### config.mk
export PLATFORM = sky130hd
export DESIGN_NAME = string_literal_unescape_core
export DESIGN_NICKNAME = d
export VERILOG_FILES = /design/src/rtl/core/slu_pkg.sv /design/src/rtl/core/string_literal_unescape_core.sv /design/src/rtl/core/slu_decoder.sv
export VERILOG_INCLUDE_DIRS = /design/src /design/src/rtl/core
export SDC_FILE = /design/constraint.sdc
export NUM_CORES = 1
export LEC_CHECK = 0
export BUFFER_PORTS_ARGS = -buffer_cell sky130_fd_sc_hd__buf_2
export CAP_MARGIN = 30
export CORE_MARGIN = 10
export CORE_UTILIZATION = 45
export DETAILED_ROUTE_END_ITERATION = 7
export SKIP_CTS_REPAIR_TIMING = 1
export SYNTH_ARGS = -nofsm -noshare
export SYNTH_HDL_FRONTEND = slang
export SYNTH_HIERARCHICAL = 1
export SYNTH_SLANG_ARGS = --single-unit
export TNS_END_PERCENT = 100
### constraint.sdc
create_clock -name clk -period 6.35 [get_ports clk]
set_clock_uncertainty 0.2 [all_clocks]
set_input_delay 1.5875 -clock clk [delete_from_list [all_inputs] [get_ports clk]]
set_output_delay 1.5875 -clock clk [all_outputs]
set_load 0.03 [all_outputs]
### src/rtl/core/assert_macros.svh
// ----------------------------------------------------------------------------
// Assertion macros
// Clocked assertion wrappers; empty when SYNTH is defined.
// ----------------------------------------------------------------------------
`ifndef ASSERT_MACROS_SVH
`define ASSERT_MACROS_SVH

`ifndef SYNTH
// Checked outside reset.
`define ASSERT_CLK(lbl, clk, rst_n, prop) \
  lbl: assert property (@(posedge clk) disable iff (!rst_n) prop) \
    else $error("assertion failed");
// Checked on every edge, reset included.
`define ASSERT_ALWAYS(lbl, clk, prop) \
  lbl: assert property (@(posedge clk) prop) \
    else $error("assertion failed");
`else
`define ASSERT_CLK(lbl, clk, rst_n, prop)
`define ASSERT_ALWAYS(lbl, clk, prop)
`endif

`endif

### src/rtl/core/slu_pkg.sv
// ----------------------------------------------------------------------------
// slu_pkg
// Shared types and codes of the string literal unescape core.
// ----------------------------------------------------------------------------
`timescale 1ns / 1ps

package slu_pkg;

  // decode modes
  localparam logic [2:0] MODE_NORMAL = 3'd0;
  localparam logic [2:0] MODE_ESC    = 3'd1;
  localparam logic [2:0] MODE_HEX1   = 3'd2;
  localparam logic [2:0] MODE_HEX2   = 3'd3;
  localparam logic [2:0] MODE_DEC2   = 3'd4;
  localparam logic [2:0] MODE_DEC3   = 3'd5;

  // result kinds
  localparam logic [1:0] KIND_DATA   = 2'd0;
  localparam logic [1:0] KIND_CLOSE  = 2'd1;
  localparam logic [1:0] KIND_BADESC = 2'd2;
  localparam logic [1:0] KIND_EOF    = 2'd3;

  // output queue
  localparam int SLU_DEPTH = 4;
  localparam int SLU_PTR_W = $clog2(SLU_DEPTH);
  localparam int SLU_CNT_W = $clog2(SLU_DEPTH + 1);

  typedef struct packed {
    logic [7:0] data;
    logic [1:0] kind;
    logic       last;
  } slu_word_t;

  typedef struct packed {
    logic [2:0] mode_nxt;
    logic [7:0] val_nxt;
    logic [1:0] count;     // results caused by the word, 0..2
    slu_word_t  res0;
    slu_word_t  res1;
  } dec_out_t;

endpackage

### src/rtl/core/string_literal_unescape_core.sv
// ----------------------------------------------------------------------------
// string_literal_unescape_core
// Streaming decoder for the body of a quoted string literal.
// ----------------------------------------------------------------------------
// Feed the bytes that follow the opening quote, one word per byte; a word with
// in_tuser set marks end of input and its data is ignored. Each input word is
// decoded in the cycle it is accepted and yields zero, one or two result
// words, which land in a four-entry output queue. The block takes one input
// word per clock as long as the queue has two free entries; the result side
// drains one word per clock while out_tready is high, so throughput is one
// input per cycle except where an early-terminated numeric escape produces
// two results and the queue can fill up.
// Results carry a kind code in out_tuser (data, string closed, unknown escape,
// unexpected end) and out_tlast marks the final result of each input word.
// ----------------------------------------------------------------------------
`timescale 1ns / 1ps
`include "assert_macros.svh"

module string_literal_unescape_core (
  input  logic       clk,
  input  logic       rst_n,
  // input stream
  input  logic       in_tvalid,
  output logic       in_tready,
  input  logic [7:0] in_tdata,   // [7:0] in_byte
  input  logic       in_tuser,   // [0] end_of_input
  // result stream
  output logic       out_tvalid,
  input  logic       out_tready,
  output logic [7:0] out_tdata,  // [7:0] out_byte
  output logic [1:0] out_tuser,  // [1:0] result_kind
  output logic       out_tlast   // last result of the input word
);
  import slu_pkg::*;

  localparam logic [SLU_PTR_W-1:0] PTR_ONE = SLU_PTR_W'(1);
  localparam logic [SLU_CNT_W-1:0] CNT_MAX = SLU_CNT_W'(SLU_DEPTH);
  localparam logic [SLU_CNT_W-1:0] CNT_LIM = SLU_CNT_W'(SLU_DEPTH - 2);

  // decode state
  logic [2:0] mode_r;
  logic [7:0] val_r;

  // output queue
  slu_word_t              q_mem [SLU_DEPTH];
  logic [SLU_PTR_W-1:0]   wr_ptr_r, wr_ptr_nxt;
  logic [SLU_PTR_W-1:0]   rd_ptr_r, rd_ptr_nxt;
  logic [SLU_CNT_W-1:0]   count_r, count_nxt;
  logic [SLU_PTR_W-1:0]   wr_ptr_p1;

  dec_out_t  dec;
  logic      in_acc;
  logic      out_acc;
  logic [1:0] push_n;
  slu_word_t head;

  slu_decoder u_dec (
    .in_byte      (in_tdata),
    .end_of_input (in_tuser),
    .mode         (mode_r),
    .val          (val_r),
    .dec          (dec)
  );

  // room for the worst case of two results
  assign in_tready = (count_r <= CNT_LIM);
  assign in_acc    = in_tvalid && in_tready;
  assign out_acc   = out_tvalid && out_tready;
  assign push_n    = in_acc ? dec.count : 2'd0;
  assign wr_ptr_p1 = wr_ptr_r + PTR_ONE;

  assign head       = q_mem[rd_ptr_r];
  assign out_tvalid = (count_r != '0);
  assign out_tdata  = head.data;
  assign out_tuser  = head.kind;
  assign out_tlast  = head.last;

  always_comb begin
    wr_ptr_nxt = wr_ptr_r + SLU_PTR_W'(push_n);
    rd_ptr_nxt = out_acc ? rd_ptr_r + PTR_ONE : rd_ptr_r;
    count_nxt  = count_r + SLU_CNT_W'(push_n) - SLU_CNT_W'(out_acc);
  end

  always_ff @(posedge clk) begin
    if (!rst_n) begin
      mode_r   <= MODE_NORMAL;
      val_r    <= 8'd0;
      wr_ptr_r <= '0;
      rd_ptr_r <= '0;
      count_r  <= '0;
    end else begin
      if (in_acc) begin
        mode_r <= dec.mode_nxt;
        val_r  <= dec.val_nxt;
      end
      wr_ptr_r <= wr_ptr_nxt;
      rd_ptr_r <= rd_ptr_nxt;
      count_r  <= count_nxt;
    end
  end

  // queue storage, no reset needed
  always_ff @(posedge clk) begin
    if (push_n != 2'd0) begin
      q_mem[wr_ptr_r] <= dec.res0;
    end
    if (push_n == 2'd2) begin
      q_mem[wr_ptr_p1] <= dec.res1;
    end
  end

  // queue never overfills
  `ASSERT_CLK(a_no_overflow, clk, rst_n, count_r <= CNT_MAX)
  // end of input always returns to plain text with a cleared value
  `ASSERT_CLK(a_eoi_resets, clk, rst_n,
              (in_acc && in_tuser) |=> (mode_r == MODE_NORMAL && val_r == 8'd0))
  // close and error results always end their input word
  `ASSERT_CLK(a_ctrl_last, clk, rst_n,
              (out_tvalid && out_tuser != KIND_DATA) |-> out_tlast)
  // queue is empty after a reset cycle
  `ASSERT_ALWAYS(a_reset_empty, clk, !rst_n |=> (count_r == '0))

endmodule

### src/rtl/core/slu_decoder.sv
// ----------------------------------------------------------------------------
// slu_decoder
// One-step escape decode: next mode, next value and up to two results.
// ----------------------------------------------------------------------------
`timescale 1ns / 1ps

module slu_decoder (
  input  logic [7:0]        in_byte,
  input  logic              end_of_input,
  input  logic [2:0]        mode,
  input  logic [7:0]        val,
  output slu_pkg::dec_out_t dec
);
  import slu_pkg::*;

  localparam logic [7:0] CH_QUOTE  = 8'h22;
  localparam logic [7:0] CH_APOS   = 8'h27;
  localparam logic [7:0] CH_BSLASH = 8'h5C;
  localparam logic [7:0] CH_0      = 8'h30;
  localparam logic [7:0] CH_9      = 8'h39;
  localparam logic [7:0] CH_LA     = 8'h61;
  localparam logic [7:0] CH_LF_    = 8'h66;
  localparam logic [7:0] CH_UA     = 8'h41;
  localparam logic [7:0] CH_UF     = 8'h46;
  localparam logic [7:0] CH_B      = 8'h62;
  localparam logic [7:0] CH_N      = 8'h6E;
  localparam logic [7:0] CH_R      = 8'h72;
  localparam logic [7:0] CH_T      = 8'h74;
  localparam logic [7:0] CH_V      = 8'h76;
  localparam logic [7:0] CH_X      = 8'h78;
  localparam logic [7:0] CTL_BEL   = 8'h07;
  localparam logic [7:0] CTL_BS    = 8'h08;
  localparam logic [7:0] CTL_HT    = 8'h09;
  localparam logic [7:0] CTL_LF    = 8'h0A;
  localparam logic [7:0] CTL_VT    = 8'h0B;
  localparam logic [7:0] CTL_FF    = 8'h0C;
  localparam logic [7:0] CTL_CR    = 8'h0D;

  logic       is_dec;
  logic [7:0] dec_digit;
  logic       hex_ok;
  logic [3:0] hex_val;
  logic       esc_known;
  logic [7:0] esc_val;
  logic [7:0] dec_acc;
  slu_word_t  nb_res;
  logic       nb_emit;

  assign is_dec    = (in_byte >= CH_0) && (in_byte <= CH_9);
  assign dec_digit = in_byte - CH_0;
  // val * 10 + digit, mod 256
  assign dec_acc   = {val[4:0], 3'b000} + {val[6:0], 1'b0} + dec_digit;

  always_comb begin
    hex_ok  = 1'b1;
    hex_val = 4'd0;
    if (is_dec) begin
      hex_val = dec_digit[3:0];
    end else if (in_byte >= CH_LA && in_byte <= CH_LF_) begin
      hex_val = 4'(in_byte - CH_LA + 8'd10);
    end else if (in_byte >= CH_UA && in_byte <= CH_UF) begin
      hex_val = 4'(in_byte - CH_UA + 8'd10);
    end else begin
      hex_ok = 1'b0;
    end
  end

  always_comb begin
    esc_known = 1'b1;
    esc_val   = 8'd0;
    case (in_byte)
      CH_QUOTE:  esc_val = CH_QUOTE;
      CH_APOS:   esc_val = CH_APOS;
      CH_BSLASH: esc_val = CH_BSLASH;
      CH_LA:     esc_val = CTL_BEL;
      CH_B:      esc_val = CTL_BS;
      CH_LF_:    esc_val = CTL_FF;
      CH_N:      esc_val = CTL_LF;
      CH_R:      esc_val = CTL_CR;
      CH_T:      esc_val = CTL_HT;
      CH_V:      esc_val = CTL_VT;
      default:   esc_known = 1'b0;
    endcase
  end

  // plain-text handling of the byte: data, close, or nothing for a backslash
  always_comb begin
    nb_emit = (in_byte != CH_BSLASH);
    nb_res  = '{data: in_byte, kind: KIND_DATA, last: 1'b1};
    if (in_byte == CH_QUOTE) begin
      nb_res = '{data: 8'd0, kind: KIND_CLOSE, last: 1'b1};
    end
  end

  always_comb begin
    dec          = '0;
    dec.mode_nxt = mode;
    dec.val_nxt  = val;
    if (end_of_input) begin
      dec.count    = 2'd1;
      dec.res0     = '{data: 8'd0, kind: KIND_EOF, last: 1'b1};
      dec.mode_nxt = MODE_NORMAL;
      dec.val_nxt  = 8'd0;
    end else begin
      case (mode)
        MODE_ESC: begin
          dec.mode_nxt = MODE_NORMAL;
          if (esc_known) begin
            dec.count = 2'd1;
            dec.res0  = '{data: esc_val, kind: KIND_DATA, last: 1'b1};
          end else if (in_byte == CH_X) begin
            dec.mode_nxt = MODE_HEX1;
          end else if (is_dec) begin
            dec.val_nxt  = dec_digit;
            dec.mode_nxt = MODE_DEC2;
          end else begin
            dec.count   = 2'd1;
            dec.res0    = '{data: in_byte, kind: KIND_BADESC, last: 1'b1};
            dec.val_nxt = 8'd0;
          end
        end
        MODE_HEX1: begin
          if (hex_ok) begin
            dec.val_nxt  = {4'd0, hex_val};
            dec.mode_nxt = MODE_HEX2;
          end else begin
            dec.count    = 2'd1;
            dec.res0     = '{data: in_byte, kind: KIND_BADESC, last: 1'b1};
            dec.mode_nxt = MODE_NORMAL;
            dec.val_nxt  = 8'd0;
          end
        end
        MODE_HEX2, MODE_DEC2, MODE_DEC3: begin
          dec.mode_nxt = MODE_NORMAL;
          dec.val_nxt  = 8'd0;
          if (mode == MODE_HEX2 && hex_ok) begin
            dec.count = 2'd1;
            dec.res0  = '{data: {val[3:0], hex_val}, kind: KIND_DATA, last: 1'b1};
          end else if (mode == MODE_DEC2 && is_dec) begin
            dec.val_nxt  = dec_acc;
            dec.mode_nxt = MODE_DEC3;
          end else if (mode == MODE_DEC3 && is_dec) begin
            dec.count = 2'd1;
            dec.res0  = '{data: dec_acc, kind: KIND_DATA, last: 1'b1};
          end else begin
            // escape ended early: gathered byte, then the byte as plain text
            dec.res0 = '{data: val, kind: KIND_DATA, last: !nb_emit};
            if (nb_emit) begin
              dec.count = 2'd2;
              dec.res1  = nb_res;
            end else begin
              dec.count    = 2'd1;
              dec.mode_nxt = MODE_ESC;
            end
          end
        end
        default: begin
          dec.mode_nxt = MODE_NORMAL;
          if (nb_emit) begin
            dec.count = 2'd1;
            dec.res0  = nb_res;
            if (in_byte == CH_QUOTE) begin
              dec.val_nxt = 8'd0;
            end
          end else begin
            dec.mode_nxt = MODE_ESC;
          end
        end
      endcase
    end
  end

endmodule
==> results of run 1 <==
## cell usage in the layout (no fill, tap or decap), drive strengths merged, types with 3 or more instances in the layout
cell and instances:
mux4 11, nor2 24, xnor2 12, o21a 3, a211oi 6, bufinv 3
buf 37, and2 9, nand2b 8, a21o 8, mux2 48, o211ai 3
nand4 6, a31oi 7, and3 8, nand3 22, xor2 3, a22oi 3
edfxtp 44, clkinv 3, nor3 17, ha 21, a21oi 37, clkbuf 10
nor4 3, nand2 27, o21ai 33, fa 6, mux2i 6, o31ai 3
or3 5, a211o 3, dfxtp 20, nor2b 7, o32a 3, inv 24
## per-layer routing
| metal | wire, um | vias up | global-route usage |
|---|---|---|---|
| met5 | 0 | - | 0 |
| met4 | 346 | 0 | 0.0663 |
| met3 | 827 | 24 | 0.0405 |
| met2 | 6580 | 159 | 0.277 |
| met1 | 6180 | 2076 | 0.224 |
| li1 | - | 1977 | - |
## registers in the layout (all words and copies together) (netlist names), named ones only
signal and count:
q_mem 44, val_r 8, count_r 3, mode_r 3
rd_ptr_r 2, wr_ptr_r 2
## power groups by stage
stage               logic [mW]  registers [mW]  clock network [mW]
detailed placement       0.395           0.553                   0
CTS                      0.397           0.545               0.565
floorplan                0.322           0.522                   0
global route             0.432           0.551               0.584
finish                   0.393           0.542               0.558
global placement         0.393           0.553                   0
## synthesized netlist by cell type, drive strengths merged (12+ instances only)
| library cell | instances | area [um^2] |
|---|---|---|
| nand2 | 27 | 101 |
| nor3 | 17 | 113 |
| o21ai | 33 | 165 |
| nand3 | 22 | 110 |
| edfxtp | 44 | 1320 |
| a21oi | 37 | 204 |
| dfxtp | 20 | 400 |
| buf | 22 | 145 |
| xnor2 | 12 | 105 |
| nor2 | 24 | 92.6 |
| inv | 24 | 90.1 |
| mux2 | 48 | 578 |
| clkbuf | 15 | 56.3 |
| ha | 21 | 263 |
## cell families after synthesis
kind of cell / Yosys count / share of synthesized area
AND/OR/NAND/NOR: 148 / 0.160
AO/OA/AOI/OAI: 136 / 0.181
multiplexers: 65 / 0.171
flip-flops: 64 / 0.332
buffers and inverters: 62 / 0.0569
adder cells (fa/ha/maj): 27 / 0.0737
XOR/XNOR: 15 / 0.0253
other: 1 / 0.000722
## final cells by class
type | instances | area (um^2)
Clock buffer | 10 | 229
Multi-Input combinational cell | 392 | 3180
Inverter | 25 | 93.8
Clock inverter | 6 | 108
Fill cell | 1028 | 5650
Timing Repair Buffer | 37 | 215
Sequential cell | 64 | 1720
Tap cell | 143 | 179
## worst min path at each step
| stage | startpoint | to | slack [ns] |
|---|---|---|---|
| floorplan | mode_r[2] | mode_r[2] | 0.25 |
| detailed placement | val_r[6] | val_r[6] | 0.31 |
| global route | val_r[7] | val_r[7] | 0.37 |
| finish | val_r[6] | val_r[6] | 0.32 |
| global placement | val_r[7] | val_r[7] | 0.30 |
| CTS | val_r[6] | val_r[6] | 0.32 |
## worst reg2reg max path: stages, from the launching register on
cell and delay, ns:
dfxtp_1 0.65, nor2b_1 0.36, nor2b_1 0.75, a2111oi_0 0.23, o21ai_0 0.18, and3_1 0.23
inv_1 0.05, ha_1 0.26, inv_1 0.05, ha_1 0.13, inv_1 0.05, fa_1 0.37
xor2_1 0.16, xnor2_1 0.12, and2_1 0.15
## metrics by stage
step	hold slack, ns	setup WS (ns)
final	0.325	0.858
after global routing	0.370	0.559
after CTS	0.323	0.866
after detailed placement	0.314	0.530
after global placement	0.297	0.512
after floorplan	0.253	0.877
==> out/results.txt, run 1 <==
Post-DP HPWL: 10,100 um
Register area share after synthesis: 0.332
RR Endpoint: count_r[2]
Core Util, Final: 0.503
Setup Crit Path Kind: primary input to flop
Num ports: 26
Placed Area: 0.00539 mm^2
Cells after Synth: 518
Design Area, Final: 0.00572 mm^2
Max-slew headroom: 0.418
WP depth: 19
CP endpoint kind: flop
Largest net degree at the start of global routing: 22
Clk network pwr share: 0.373
Core area: 0.0114 mm^2
Die area: 0.0162 mm^2
Max Cap Viol: 0
Share of cells above drive strength 1: 0.247
Worst VDD drop: 251 uV
Inserted Clock Buffers: 9
Routed wire length: 13,900 um
Crit start category: primary input
Reg2Reg Depth: 14
GRT Total Usage: 0.174
Initial DRT Pass Iterations: 5
Max Slew Vio Count: 0
Reg2reg setup slack: 2.31 ns
Initial Util: 0.457
Global-route wire length before repair: 22,800 um
Final Power: 1.49 mW
Library cells used by synthesis: 81
CP endpoint: count_r[2]
Maximum clock rate: 0.182 GHz
Worst skew pair latency: 0.33 ns
CP max stage delay: 0.44 ns
Vias in the first global route: 4,209
Crit path max-delay family: compound AO/OA/AOI/OAI gates
Nets: 569
Crit-path cells: buf_2, inv_1, ha_1, mux2i_1, or3_1, o32a_2, a21oi_4, nor3_1, o21ai_0, and3_1, inv_1, ha_1, inv_1, ha_1, inv_1, fa_1, xor2_1, xnor2_1, and2_1
Gr ovfl total: 0
Ant. Diodes: 0
Arrival time at the worst endpoint: 5.52 ns
Status: finished clean
TritonCTS clock tree: done
Reg2Reg Launch Point: mode_r[0]
Final critical-path required period: 5.49 ns
P_leak: 2.05 nW
Drt drc: 0
Buf/Inv on CP: 5
Post-synth EDFFs: 44
Sw Share: 0.307
CTS sink count: 64
Crit path required time: 6.37 ns
Initial antenna violation count: 1
Comb pwr share: 0.263
Post-synthesis to final-layout area growth: 10.2%
GP Congestion: 0.916
Die Ht: 127 um
Syn_area_per_cell: 10.0 um^2
Final setup TNS: 0 ns
Die width: 127 um
Drt via density: 6.26
Avg WL per Cell: 20.6 um
Register bit total from synthesis: 64
Asr flop ratio synth: 0
Final Non-Filler Cells: 677
Period utilization: 0.865
CP max-delay cell: o32a_2
Worst hold path class: flop to flop
Warnings, synthesis: 6
Max Buffers Root-to-Sink: 2
Final Hold Fails: 0
Top FF cell, synth: edfxtp_1
Mapped cell area: 0.00519 mm^2
Sequential share of power: 0.363
Worst-margin pin slew: 0.872 ns
Final number of setup-violating endpoints: 0
Crit path top cell by count: inv_1
Internal: 1.03 mW
CTS root buffer: clkbuf_16
FP Rows: 39
Synthesized Nets: 558
Vias: 4,236
H-tree depth: 3
DRT iter0 DRCs: 383
Power Density: 261 mW/mm^2
WHS Path Cells: 2
RSZ-0062 raised after global routing: false
CP startpoint: in_tdata[4]
Port Buf Inserts: 25
Placed insts: 661
Sw power: 0.458 mW
CTS clk-pin slew, worst paths: 0.05 ns
Post-DRT Antenna Nets: 0
Worst-path maximum fanout: 12
Power figures use the tool's default switching activity.
==> run 2: changes to the inputs <==
REMOVE_ABC_BUFFERS = 1   (was unset)
clock period = 6 ns   (was 6.35 ns; I/O delays follow)
==> run 2 against run 1 <==
Sequential power rose by 6.1%. Hold slack lost 0.014 ns. Clock power about the same. Worst setup slack worse by 0.33 ns. Global-route usage decreased by 0.35 points. First-iteration DRC count rose by 28%. Utilization is 0.088 points lower. Routed wire length is 1.4% higher. Register-to-register slack got worse by 0.55 ns. Critical path type unchanged.
==> out/results.txt, run 2 (same netlist as run 1, synthesis figures left out) <==
GP Congestion: 0.983 (was 0.916)
Final Hold Fails: 0 (unchanged)
Setup Crit Path Kind: primary input to flop (unchanged)
Vias in the first global route: 4,127 (was 4,209)
Period utilization: 0.911
Most frequent cells in the layout: edfxtp_1 (44), mux2_2 (37), a21oi_1 (34), o21ai_0 (32), nand2_1 (27) (unchanged)
Post-synthesis to final-layout area growth: 10.0% (was 10.2%)
RR Endpoint: count_r[2] (unchanged)
CP endpoint: count_r[2] (unchanged)
Gr ovfl total: 0 (unchanged)
Inserted Clock Buffers: 9 (unchanged)
Die area: 0.0162 mm^2 (unchanged)
Max-slew headroom: 0.360 (was 0.418)
Internal: 1.06 mW (was 1.03 mW)
CTS clk-pin slew, worst paths: 0.05 ns (about the same)
Worst-path maximum fanout: 12 (unchanged)
Crit path required time: 6.02 ns (was 6.37 ns)
Status: finished clean (unchanged)
Largest net degree at the start of global routing: 22 (unchanged)
Comb pwr share: 0.271 (was 0.263)
CP endpoint kind: flop (unchanged)
Max Slew Vio Count: 0 (unchanged)
Arrival time at the worst endpoint: 5.49 ns (was 5.52 ns)
Pre-CTS setup slack: 0.212 ns (was 0.530 ns)
Crit start category: primary input (unchanged)
Reg2Reg Depth: 14 (unchanged)
DRT iter0 DRCs: 492 (was 383)
Worst Slack Setup Final: 0.532 ns (was 0.858 ns)
RSZ-0062 raised after global routing: false (unchanged)
P_leak: 2.05 nW (about the same)
Max Buffers Root-to-Sink: 2 (unchanged)
Routed wire length: 14,100 um (was 13,900 um)
CTS root buffer: clkbuf_16 (unchanged)
Num ports: 26 (unchanged)
Max FFs per register: 44 (unchanged)
Final critical-path required period: 5.47 ns
Port Buf Inserts: 25 (unchanged)
Max Cap Viol: 0 (unchanged)
CTS sink count: 64 (unchanged)
Reg2reg setup slack: 1.76 ns (was 2.31 ns)
Worst VDD drop: 207 uV (was 251 uV)
Final setup TNS: 0 ns (unchanged)
Worst hold path class: flop to flop (unchanged)
CP startpoint: in_tdata[4] (unchanged)
Reg2Reg Launch Point: mode_r[0] (unchanged)
TritonCTS clock tree: done (unchanged)
Initial antenna violation count: 0 (was 1)
GRT Total Usage: 0.171 (was 0.174)
Clk network pwr share: 0.360 (was 0.373)
Avg WL per Cell: 20.9 um (was 20.6 um)
Most flop-heavy register: q_mem (unchanged)
Largest registers: q_mem: 44 flops, val_r: 8 flops (unchanged)
Power Density: 273 mW/mm^2 (was 261 mW/mm^2)
Sw Share: 0.322 (was 0.307)
Die width: 127 um (unchanged)
FP Rows: 39 (unchanged)
Post-DP HPWL: 10,400 um (was 10,100 um)
Commonest non-fill, non-tap cell in the layout: edfxtp_1 (unchanged)
Drt drc: 0 (unchanged)
Initial DRT Pass Iterations: 7 (was 5)
Post-DRT Antenna Nets: 0 (unchanged)
Core area: 0.0114 mm^2 (unchanged)
Final number of setup-violating endpoints: 0 (unchanged)
Ant. Diodes: 0 (unchanged)
Worst skew pair latency: 0.33 ns (about the same)
Worst-margin pin slew: 0.958 ns (was 0.872 ns)
H-tree depth: 3 (unchanged)
Maximum clock rate: 0.183 GHz
Die Ht: 127 um (unchanged)
Drt via density: 6.22 (was 6.26)
Share of cells above drive strength 1: 0.249 (was 0.247)
Sequential share of power: 0.369 (was 0.363)
Nets: 570 (was 569)
Global-route wire length before repair: 22,400 um (was 22,800 um)
Sw power: 0.502 mW (was 0.458 mW)
Vias: 4,218 (was 4,236)
Initial Util: 0.457 (unchanged)
==> run 2: through the flow <==
stage | power (mW) | std cells | hold slack [ns] | area (um^2) | utilization
2_1_floorplan | 0.876 | 481 | 0.267 | 4990 | -
3_3_place_gp | 1.01 | 662 | 0.291 | 5390 | 0.474
3_5_place_dp | 1.01 | 662 | 0.302 | 5390 | 0.474
4_1_cts | 1.58 | 678 | 0.312 | 5710 | 0.502
5_1_grt | 1.64 | 678 | 0.373 | 5710 | 0.502
6_report | 1.56 | 678 | 0.311 | 5710 | 0.502
==> run 2: area by class of cell <==
cell class,instances,area (um^2)
fillers,1047,5660
repair buffers,38,223
multi-input cells,392,3180
well taps,143,179
clock inverters,7,93.8
flip-flops and latches,64,1720
clock buffers,9,225
inverters,25,93.8
==> run 2: worst min path at each step <==
stage                 from  endpoint  slack [ns]  depth (start not counted)
2_1_floorplan     val_r[7]  val_r[7]        0.27                          2
3_3_place_gp      val_r[7]  val_r[7]        0.29                          2
3_5_place_dp      val_r[7]  val_r[7]        0.30                          2
4_1_cts           val_r[7]  val_r[7]        0.31                          2
5_1_grt        rd_ptr_r[0]      flop        0.37                          2
6_report          val_r[7]  val_r[7]        0.31                          2
==> run 2: layer usage <==
metal / part of all wire / global-route usage
met5: 0 / 0
met4: 0.024 / 0.0630
met3: 0.061 / 0.0459
met2: 0.49 / 0.279
met1: 0.43 / 0.211
==> run 2: power groups by stage <==
stage	clock network, mW	logic [mW]	registers [mW]
floorplan	0	0.306	0.570
global placement	0	0.421	0.585
detailed placement	0	0.427	0.587
CTS	0.573	0.429	0.578
global route	0.595	0.458	0.585
finish	0.560	0.423	0.575
==> run 2: worst max-delay path, stage by stage <==
cell,delay [ns]
buf_2,0.20
inv_1,0.16
ha_1,0.27
mux2i_1,0.14
or3_1,0.38
o32a_2,0.45
a21oi_4,0.41
nor3_1,0.12
o21ai_0,0.27
and3_1,0.24
inv_1,0.05
ha_1,0.27
inv_1,0.06
ha_1,0.12
inv_1,0.04
fa_1,0.36
xor2_1,0.17
xnor2_1,0.13
and2_1,0.15
==> run 3: changes to the inputs <==
REMOVE_ABC_BUFFERS = unset   (was 1)
==> run 3 against run 2 <==
Clock-buffer cell count is 1 higher. Register-to-register slack better by 0.24 ns. Largest power group is now clock. Non-clock buffer count is 2 higher. Flip-flop and latch count stayed put. Global-route usage is 0.70 points higher.
==> out/results.txt, run 3 (same netlist as run 1, synthesis figures left out) <==
Status: finished clean (unchanged)
Max Cap Viol: 0 (unchanged)
Final setup TNS: 0 ns (unchanged)
Die width: 127 um (unchanged)
Drt via density: 6.25 (was 6.22)
Max Buffers Root-to-Sink: 2 (unchanged)
Initial Util: 0.457 (unchanged)
CP max-delay cell: or4_4 (was o32a_2)
Inserted Clock Buffers: 9 (unchanged)
Hold Path Origin: val_r[7] (unchanged)
Max Slew Vio Count: 0 (unchanged)
Core area: 0.0114 mm^2 (unchanged)
Setup Crit Path Kind: primary input to flop (unchanged)
Maximum clock rate: 0.187 GHz (was 0.183 GHz)
Worst-path maximum fanout: 11 (was 12)
Worst skew pair latency: 0.34 ns (was 0.33 ns)
Die area: 0.0162 mm^2 (unchanged)
Fill cells: 1,052 (was 1,047)
Arrival time at the worst endpoint: 5.24 ns (was 5.49 ns)
Max-slew headroom: 0.451 (was 0.360)
GRT Total Usage: 0.178 (was 0.171)
Largest net degree at the start of global routing: 22 (unchanged)
GP Congestion: 0.958 (was 0.983)
Reg2Reg Launch Point: mode_r[1] (was mode_r[0])
Crit-path cells: buf_2, inv_1, ha_1, nand2_1, o32a_1, o32ai_2, nor3_4, a2111oi_0, o21ai_0, buf_4, nand2b_1, or4_4, mux2_4 (was buf_2, inv_1, ha_1, mux2i_1, or3_1, o32a_2, a21oi_4, nor3_1, o21ai_0, and3_1, inv_1, ha_1, inv_1, ha_1, inv_1, fa_1, xor2_1, xnor2_1, and2_1)
DRT iter0 DRCs: 495 (was 492)
H-tree depth: 3 (unchanged)
CP max stage delay: 0.64 ns (was 0.45 ns)
Routed wire length: 14,300 um (was 14,100 um)
Post-DRT Antenna Nets: 0 (unchanged)
WHS Path Cells: 2 (unchanged)
Register area: 0.00172 mm^2 (unchanged)
Period utilization: 0.893 (was 0.911)
FP Rows: 39 (unchanged)
Initial antenna violation count: 0 (unchanged)
RSZ-0062 raised after global routing: false (unchanged)
Crit start category: primary input (unchanged)
Most frequent cells in the layout: edfxtp_1 (44), mux2_2 (37), a21oi_1 (34), o21ai_0 (32), nand2_1 (27) (unchanged)
Commonest non-fill, non-tap cell in the layout: edfxtp_1 (unchanged)
Most flop-heavy register: q_mem (unchanged)
Die Ht: 127 um (unchanged)
CP startpoint: in_tdata[4] (unchanged)
Final critical-path required period: 5.36 ns (was 5.47 ns)
Nets: 572 (was 570)
Final number of setup-violating endpoints: 0 (unchanged)
Num ports: 26 (unchanged)
Post-DP HPWL: 10,400 um (about the same)
Vias in the first global route: 4,147 (was 4,127)
Core Util, Final: 0.505 (was 0.502)
TritonCTS clock tree: done (unchanged)
Ant. Diodes: 0 (unchanged)
Vias: 4,252 (was 4,218)
Worst-margin pin slew: 0.822 ns (was 0.958 ns)
Global-route wire length before repair: 23,100 um (was 22,400 um)
Crit path required time: 5.88 ns (was 6.02 ns)
Power Density: 276 mW/mm^2 (was 273 mW/mm^2)
Area of the multi-input gates: 0.00318 mm^2 (unchanged)
CTS clk-pin slew, worst paths: 0.05 ns (about the same)
CTS root buffer: clkbuf_16 (unchanged)
CP endpoint kind: flop (unchanged)
Reg2Reg Depth: 9 (was 14)
Avg WL per Cell: 21.0 um (was 20.9 um)
P_leak: 2.07 nW (was 2.05 nW)
Max FFs per register: 44 (unchanged)
Worst VDD drop: 215 uV (was 207 uV)
Gr ovfl total: 0 (unchanged)
Largest registers: q_mem: 44 flops, val_r: 8 flops (unchanged)
Drt drc: 0 (unchanged)
CTS sink count: 64 (unchanged)
Port Buf Inserts: 25 (unchanged)
Share of cells above drive strength 1: 0.250 (was 0.249)
Worst hold path class: flop to flop (unchanged)
Post-synthesis to final-layout area growth: 10.6% (was 10.0%)
Final Hold Fails: 0 (unchanged)
Initial DRT Pass Iterations: 6 (was 7)
-- run 3: worst paths after layout --
path | to | slack [ns]
min reg2reg | val_r[7] | 0.31
max reg2reg | q_mem[0][6] | 2.00
min | val_r[7] | 0.31
max | q_mem[0][6] | 0.64
-- run 3: area by class of cell --
class	count	area share
repair buffers	40	0.0414
clock inverters	6	0.0187
flip-flops and latches	64	0.300
inverters	25	0.0163
clock buffers	10	0.0399
well taps	143	0.0311
multi-input cells	392	0.553
-- run 3: stage by stage --
stage / std cells / area, um^2 / power (mW) / worst slack (ns) / hold slack (ns)
5_1_grt: 680 / 5740 / 1.66 / 0.362 / 0.341
6_report: 680 / 5740 / 1.58 / 0.642 / 0.312
3_5_place_dp: 664 / 5410 / 1.01 / 0.381 / 0.302
3_3_place_gp: 664 / 5410 / 1.00 / 0.393 / 0.301
2_1_floorplan: 518 / 5190 / 0.894 / 0.614 / 0.253
4_1_cts: 680 / 5740 / 1.60 / 0.730 / 0.310
-- run 3: per-layer routing --
| layer | track usage | vias up | part of all wire | wire (um) |
|---|---|---|---|---|
| li1 | - | 1987 | - | - |
| met1 | 0.225 | 2054 | 0.43 | 6170 |
| met2 | 0.294 | 178 | 0.48 | 6910 |
| met3 | 0.0335 | 33 | 0.059 | 849 |
| met4 | 0.0683 | 0 | 0.027 | 388 |
| met5 | 0 | - | 0 | 0 |
-- run 3: where the power goes --
| part | total (mW) | leakage [nW] | internal (mW) | switching [mW] |
|---|---|---|---|---|
| clock | 0.591 | 0.164 | 0.404 | 0.187 |
| sequential | 0.576 | 0.566 | 0.527 | 0.0490 |
| combinational | 0.417 | 1.34 | 0.165 | 0.252 |
| total | 1.58 | 2.07 | 1.10 | 0.488 |
-- run 3: worst max-delay path, delay by kind of cell --
family	cells	cell delay, ns
adder cells (fa/ha/maj)	1	0.46
AND/OR/NAND/NOR	4	1.11
AO/OA/AOI/OAI	4	1.29
multiplexers	1	0.35
buffers and inverters	3	0.52
